## src/ebd_pkg.sv

```systemverilog
// ----------------------------------------------------------------------------
// ebd_pkg
// Shared widths, register indexes, reset values and control types for the
// energy beat detector.
// ----------------------------------------------------------------------------
package ebd_pkg;

    localparam int HISTORY_DEPTH_DEF = 64;

    localparam int ENERGY_W   = 16;
    localparam int OFFSET_W   = 18;
    localparam int SLOPE_W    = 32;
    localparam int CFG_DATA_W = 32;
    localparam int CFG_IDX_W  = 1;
    localparam int VAR_W      = 32;

    localparam logic [CFG_IDX_W-1:0] CFG_IDX_OFFSET = 1'd0;
    localparam logic [CFG_IDX_W-1:0] CFG_IDX_SLOPE  = 1'd1;

    localparam logic [OFFSET_W-1:0]       OFFSET_RESET = 18'd88474;
    localparam logic signed [SLOPE_W-1:0] SLOPE_RESET  = -32'sd1104408;

    // controller to datapath
    typedef struct packed {
        logic load;
        logic prod;
        logic div_start;
        logic sens_mul;
        logic sens_add;
        logic rhs_mul;
        logic commit;
    } ebd_cmd_t;

    // datapath to controller
    typedef struct packed {
        logic out_busy;
    } ebd_sts_t;

endpackage

```

## src/ebd_ctrl.sv

```systemverilog
// ----------------------------------------------------------------------------
// ebd_ctrl
// Sequencer for one request: fetch, divide, sensitivity, compare, commit.
// ----------------------------------------------------------------------------
module ebd_ctrl (
    input  logic              clk,
    input  logic              rst_n,
    input  logic              in_valid,
    output logic              in_ready,
    input  ebd_pkg::ebd_sts_t sts,
    output ebd_pkg::ebd_cmd_t cmd
);

    typedef enum logic [2:0] {
        S_IDLE,
        S_PROD,
        S_DSTART,
        S_SMUL,
        S_SADD,
        S_RHS,
        S_COMMIT
    } state_t;

    state_t state_reg;
    state_t state_next;

    always_comb
    begin
        state_next = state_reg;
        cmd        = '0;
        unique case (state_reg)
            S_IDLE:
            begin
                if (in_valid)
                begin
                    cmd.load   = 1'b1;
                    state_next = S_PROD;
                end
            end
            S_PROD:
            begin
                cmd.prod   = 1'b1;
                state_next = S_DSTART;
            end
            S_DSTART:
            begin
                cmd.div_start = 1'b1;
                state_next    = S_SMUL;
            end
            S_SMUL:
            begin
                cmd.sens_mul = 1'b1;
                state_next   = S_SADD;
            end
            S_SADD:
            begin
                cmd.sens_add = 1'b1;
                state_next   = S_RHS;
            end
            S_RHS:
            begin
                cmd.rhs_mul = 1'b1;
                state_next  = S_COMMIT;
            end
            S_COMMIT:
            begin
                // hold until the result register is free
                if (!sts.out_busy)
                begin
                    cmd.commit = 1'b1;
                    state_next = S_IDLE;
                end
            end
            default:
            begin
                state_next = S_IDLE;
            end
        endcase
    end

    always_ff @(posedge clk or negedge rst_n)
    begin
        if (!rst_n)
        begin
            state_reg <= S_IDLE;
        end
        else
        begin
            state_reg <= state_next;
        end
    end

    assign in_ready = (state_reg == S_IDLE);

endmodule

```

## config.mk

```make
export PLATFORM = sky130hd
export DESIGN_NAME = ebd_ctrl
export DESIGN_NICKNAME = d
export VERILOG_FILES = /design/src/ebd_pkg.sv /design/src/ebd_ctrl.sv
export SDC_FILE = /design/constraint.sdc
export NUM_CORES = 1
export LEC_CHECK = 0
export BUFFER_PORTS_ARGS = -buffer_cell sky130_fd_sc_hd__buf_2
export CAP_MARGIN = 10
export CORE_AREA = 3 3 40 42
export CTS_BUF_LIST = sky130_fd_sc_hd__clkbuf_2
export DETAILED_ROUTE_END_ITERATION = 10
export DIE_AREA = 0 0 43 45
export HOLD_SLACK_MARGIN = 0.06
export PLACE_DENSITY = 0.33
export SLEW_MARGIN = 10
export SYNTH_ARGS = -nofsm -noshare
export SYNTH_HDL_FRONTEND = slang
export SYNTH_SLANG_ARGS = --single-unit
```

## constraint.sdc

```tcl
create_clock -name clk -period 1.13 [get_ports clk]
set_clock_uncertainty 0.15 [all_clocks]
set_input_delay 0.226 -clock clk [delete_from_list [all_inputs] [get_ports clk]]
set_output_delay 0.226 -clock clk [all_outputs]
set_load 0.02 [all_outputs]
```

==> impl_metrics.tcl, run 1 <==
set metrics [dict create \
    synth_xor_area_share_pct 0 \
    leakagePower_nw 0.257 \
    io_buffers 11 \
    worstMarginPinSlew_ns 0.233 \
    ys_ff_latch 3 \
    dp_hpwl_um 443 \
    final_common_cell "buf_6" \
    drtPass1Iterations 1 \
    dieArea_mm2 0.00194 \
    clock_sinks 3 \
    mostFrequentLayoutCells "buf_6, buf_4, nor3_4, clkbuf_2" \
    path_class "flop to output port" \
    outcome "finished with violations" \
    crit_path_start "state_reg[1]$_DFFE_PN0P_" \
    worstPathArrival_ns 1.14 \
    ant_nets 0 \
    ir_drop_mv 1.23 \
    place.gp.congestion 0.708 \
    via_per_inst 3.94 \
    io_pins 12 \
    critPathSlowestCell "dfrtp_2" \
    synthAdderAreaFrac_pct 0 \
    synth_top_area_share_pct 42.6 \
    synth_nets 25 \
    whs_ns 0.191 \
    setup.worst_path.start_class "flop" \
    cts-root-buf "clkbuf_2" \
    rr_endpoint "state_reg[2]$_DFFE_PN0P_" \
    synthCells 21 \
    core_mm2 0.00128 \
    cts_buffers 3 \
    cts_max_level 1 \
    grt_max_degree 8 \
    endpoint_kind "output port" \
    synth-compound-area-share_pct 14.2 \
    crit_end "cmd[2]" \
    final-hold-violation-count 0 \
    crit_required_ns 0.75 \
    slew_viol_final 0 \
    grt_overflow_total 0 \
    seq_area_frac_synth_pct 42.6 \
    clock.fmax_ghz 0.661 \
    num_antenna_cells 0 \
    num_vias 252 \
    grt_pass1_vias 279 \
    fin_nets 54 \
    r2r_cells 4 \
    fin_area_um2 542 \
    cp_max_fo 7 \
    wl_um 730 \
    drc_errors 0 \
    grt_setup_unrepaired "yes" \
    reg2reg_slack_ns -0.18 \
    worstReg2RegStart "state_reg[1]$_DFFE_PN0P_" \
    clk_pin_slew_ns 0.04 \
    ctsLongestPathBuffers 2 \
    max_stage_delay_ns 0.46 \
    synth-simple-area-share_pct 39.0 \
    drive_gt1_share_pct 87.8 \
    setup_viol 10 \
    fin_crit_ns 1.51 \
    tritoncts "yes" \
    grt_pass1_wl_um 1170 \
    drtIter0Drc 0 \
    largest_reg_flops 3 \
    p_per_area_mw_per_mm2 3170 \
    synth_top_family_by_area "simple AND/OR/NAND/NOR gates" \
    rows 13 \
    clkLatencyLatePin_ns 0.21 \
    antenna_found_initial 0 \
    start_util_pct 13.7 \
    violations "setup timing" \
    gr-usage-all-layers_pct 9.00 \
    muxShareOfSynthArea_pct 0 \
    synth_top_area_cell "dfrtp_1" \
    die_h_um 45 \
    ys_warn_count 0 \
    setup_ws_ns -0.383 \
    relSlewSlack_pct 84.4 \
    max_cap_violations 0 \
    min-delay-path-class "input port to async pin" \
    dieWidth_um 43 \
    crit_chain "buf_4 -> nor3_4 -> buf_6" \
    syn2layout_area_growth_pct 207 \
    wl_per_cell_um 11.4 \
    avgSynthCellArea_um2 8.40 \
    post-route-period-util_pct 134 \
    yosys.cell_types.count 12 \
    post_dp_cell_area_um2 339 \
    syn_area_um2 176 \
    synthTopCellsByArea "dfrtp_1, nor3_1, nand2b_1" \
]
## metrics by stage
step / setup TNS [ns] / std cells / total power, W / utilization (%) / worst slack [ns]
3_5_place_dp: -1.96 / 51 / 0.00101 / 26.4 / -0.290
3_3_place_gp: -1.79 / 51 / 0.00101 / 26.4 / -0.269
2_1_floorplan: -0.926 / 21 / 0.000695 / - / -0.229
5_1_grt: -3.73 / 64 / 0.00185 / 42.2 / -0.461
4_1_cts: -3.06 / 62 / 0.00163 / 39.5 / -0.405
6_report: -2.99 / 64 / 0.00172 / 42.2 / -0.383
## Yosys cell counts
| library cell | number |
|---|---|
| inv_2 | 1 |
| nor2_1 | 3 |
| inv_1 | 1 |
| dfrtp_1 | 3 |
| o21ai_0 | 2 |
| and3_4 | 1 |
| a21o_1 | 1 |
| and2_1 | 1 |
| nor3b_1 | 1 |
| nand2b_1 | 2 |
| nor3_1 | 4 |
| a211oi_1 | 1 |
## layout make-up
cell class | instances | area, um2
multi-input combinational | 16 | 181
clock buffer | 4 | 20.0
inverter | 2 | 10.0
fill | 138 | 743
tap | 15 | 18.8
sequential | 3 | 78.8
timing repair buffer | 24 | 233
## critical path, delay by kind of cell (launching register included)
family | cells | cell delay [ns]
DFF | 1 | 0.46
buffers and inverters | 2 | 0.30
and+or+nand+nor | 1 | 0.17
## layer usage
layer,routed length (um),vias up,part of all wire [%],global-route usage (%)
li1,-,129,-,-
met1,275,116,38,9.42
met2,431,7,59,14.4
met3,23,0,3.2,1.20
met4,0,0,0,10.8
met5,0,-,0,0
## worst min path at each step
stage                                    end  slack, ns  cells past startpoint
floorplan           state_reg[0]$_DFFE_PN0P_      -0.22                      0
global placement    state_reg[1]$_DFFE_PN0P_      -0.13                      1
detailed placement  state_reg[1]$_DFFE_PN0P_      -0.13                      1
CTS                 state_reg[0]$_DFFE_PN0P_       0.17                      2
global route        state_reg[2]$_DFFE_PN0P_       0.17                      2
finish              state_reg[0]$_DFFE_PN0P_       0.19                      2
## what timing repair did
| action | 4_1_cts | 5_1_grt |
|---|---|---|
| endpoints found under the setup margin | 11 | 11 |
| pin swaps | 4 | 3 |
| resized for setup | 26 | 5 |
| hold buffers | 1 | 0 |
| buffers inserted | 6 | 2 |
| hold endpoints to repair | 3 | 0 |
## power by group
group	internal (W)	total [W]	switching, W
sequential	0.000172	0.000325	0.000153
clock	0.0000933	0.000151	0.0000577
combinational	0.000732	0.00124	0.000508
total	0.000998	0.00172	0.000719
## logic make-up after synthesis
logic type             after synthesis
AOI/OAI and AO/OA                    4
DFF                                  3
and+or+nand+nor                     12
buffers and inverters                2
Power figures use the tool's default switching activity.
==> run 2, diff against run 1 <==
--- a/config.mk
+++ b/config.mk
@@ -13,6 +13,7 @@
 export DIE_AREA = 0 0 43 45
 export HOLD_SLACK_MARGIN = 0.06
 export PLACE_DENSITY = 0.33
+export SKIP_CTS_REPAIR_TIMING = 1
 export SLEW_MARGIN = 10
 export SYNTH_ARGS = -nofsm -noshare
 export SYNTH_HDL_FRONTEND = slang
==> run 2 against run 1 <==
  * Clock power about the same
  * Worst hold slack worse by 0.0030 ns
  * Setup slack worse by 0.011 ns
  * The run still ends with setup timing left
  * Global-route usage decreased by 1.6 points
  * Sequential power fell by 8.3%
  * Maximum frequency decreased by 0.75%
  * Core utilization shrank 7.1 points
  * Flip-flop and latch count unchanged
==> impl_metrics.tcl, run 2 (synthesis gave the netlist of run 1 again) <==
set metrics [dict create \
    dieArea_mm2 0.00194 \
    grt_max_degree 10 \
    drtPass1Iterations 2 \
    num_vias 229 \
    leakagePower_nw 0.222 \
    power_w 0.00141 \
    p_per_area_mw_per_mm2 3120 \
    cts_max_level 1 \
    final-seq-area_um2 78.8 \
    die_h_um 45 \
    path_class "flop to output port" \
    drtIter0Drc 2 \
    worstPathArrival_ns 1.15 \
    setup.worst_path.start_class "flop" \
    slew_viol_final 0 \
    tritoncts "yes" \
    cp_max_fo 8 \
    ir_drop_mv 1.05 \
    endpoint_kind "output port" \
    grt_overflow_total 0 \
    outcome "finished with violations" \
    power_frac_clock_pct 10.7 \
    syn2layout_area_growth_pct 155 \
    cts-root-buf "clkbuf_2" \
    multiInputGateArea_um2 150 \
    wl_per_cell_um 10.8 \
    critPathBufInv 2 \
    core_mm2 0.00128 \
    worstMarginPinSlew_ns 0.194 \
    power_switching_w 0.000613 \
    ctsLongestPathBuffers 2 \
    start_util_pct 13.7 \
    via_per_inst 3.82 \
    io_pins 12 \
    clkLatencyLatePin_ns 0.21 \
    max_stage_delay_ns 0.47 \
    p_sw_share_pct 43.6 \
    drive_gt1_share_pct 80.0 \
    rows 13 \
    fin_nets 50 \
    critPathTopFamily "flip-flops" \
    largest_reg_flops 3 \
    io_buffers 11 \
    clk_pin_slew_ns 0.04 \
    setup_viol 9 \
    post-route-period-util_pct 135 \
    clock.fmax_ghz 0.656 \
    grt_setup_unrepaired "yes" \
    dp_hpwl_um 443 \
    relSlewSlack_pct 87.1 \
    crit_chain "buf_6 -> nor3b_2 -> buf_4" \
    seq_power_share_pct 21.2 \
    dieWidth_um 43 \
    antenna_found_initial 0 \
    power.internal_w 0.000793 \
    wl_um 645 \
    grt_pass1_vias 210 \
    final-hold-violation-count 0 \
    clock_sinks 3 \
    setup_ws_ns -0.394 \
    max_cap_violations 0 \
    gr-usage-all-layers_pct 7.42 \
    place.gp.congestion 0.708 \
    critPathSlowestCell "dfrtp_2" \
    crit_required_ns 0.75 \
    cts_buffers 3 \
    comb_power_share_pct 68.0 \
    ant_nets 0 \
    num_antenna_cells 0 \
    grt_pass1_wl_um 945 \
    min-delay-path-class "input port to async pin" \
    dpl_worst_slack_ns -0.290 \
    mostFrequentLayoutCells "buf_2, buf_6, buf_4, clkbuf_2" \
    violations "setup timing" \
    fin_crit_ns 1.52 \
    fin_util_pct 35.1 \
    fill_cells 141 \
    drc_errors 0 \
]
-- run 2: worst paths after layout --
kind,start,to,slack [ns],cells past startpoint
worst max-delay path,state_reg[0]$_DFFE_PN0P_,cmd[4],-0.39,3
worst min-delay path,rst_n,state_reg[0]$_DFFE_PN0P_,0.19,2
worst max register to register,state_reg[1]$_DFFE_PN0P_,state_reg[2]$_DFFE_PN0P_,-0.03,3
worst min register to register,state_reg[0]$_DFFE_PN0P_,state_reg[0]$_DFFE_PN0P_,0.42,1
max in group asynchronous,rst_n,state_reg[1]$_DFFE_PN0P_,0.52,2
min in group clk,sts,state_reg[1]$_DFFE_PN0P_,0.19,3
-- run 2: layer usage --
layer,vias to the layer above,share of wire [%],GRT usage (%)
li1,122,-,-
met1,100,46,7.97
met2,7,49,10.5
met3,0,4.5,1.20
met4,0,0,10.8
met5,-,0,0
-- run 2: power by group through the flow --
| stage | registers (W) | clock network, W | logic (W) |
|---|---|---|---|
| after floorplan | 0.000298 | 0 | 0.000397 |
| after global placement | 0.000315 | 0 | 0.000695 |
| after detailed placement | 0.000318 | 0 | 0.000690 |
| after CTS | 0.000318 | 0.000163 | 0.000695 |
| after global routing | 0.000314 | 0.000174 | 0.00103 |
| final | 0.000298 | 0.000151 | 0.000957 |
-- run 2: worst register-to-register path, delay by kind of cell (launching register included) --
kind                   cells  cell delay, ns
AND/OR/NAND/NOR            1            0.15
AO/OA/AOI/OAI              1            0.15
buffers and inverters      1            0.16
flip-flops                 1            0.44
-- run 2: stage by stage --
step	TNS, ns	cell area, um2	hold WS, ns	cells
2_1_floorplan	-0.926	223	-0.220	21
6_report	-2.78	450	0.188	60
4_1_cts	-3.91	359	-0.365	55
3_3_place_gp	-1.79	339	-0.128	51
5_1_grt	-3.45	450	0.175	60
3_5_place_dp	-1.96	339	-0.126	51
-- run 2: cell type report --
type	instances	area share (%)
Clock buffer	4	4.44
Inverter	2	2.22
Multi-Input combinational cell	16	33.3
Sequential cell	3	17.5
Tap cell	15	4.17
Timing Repair Buffer	20	38.3
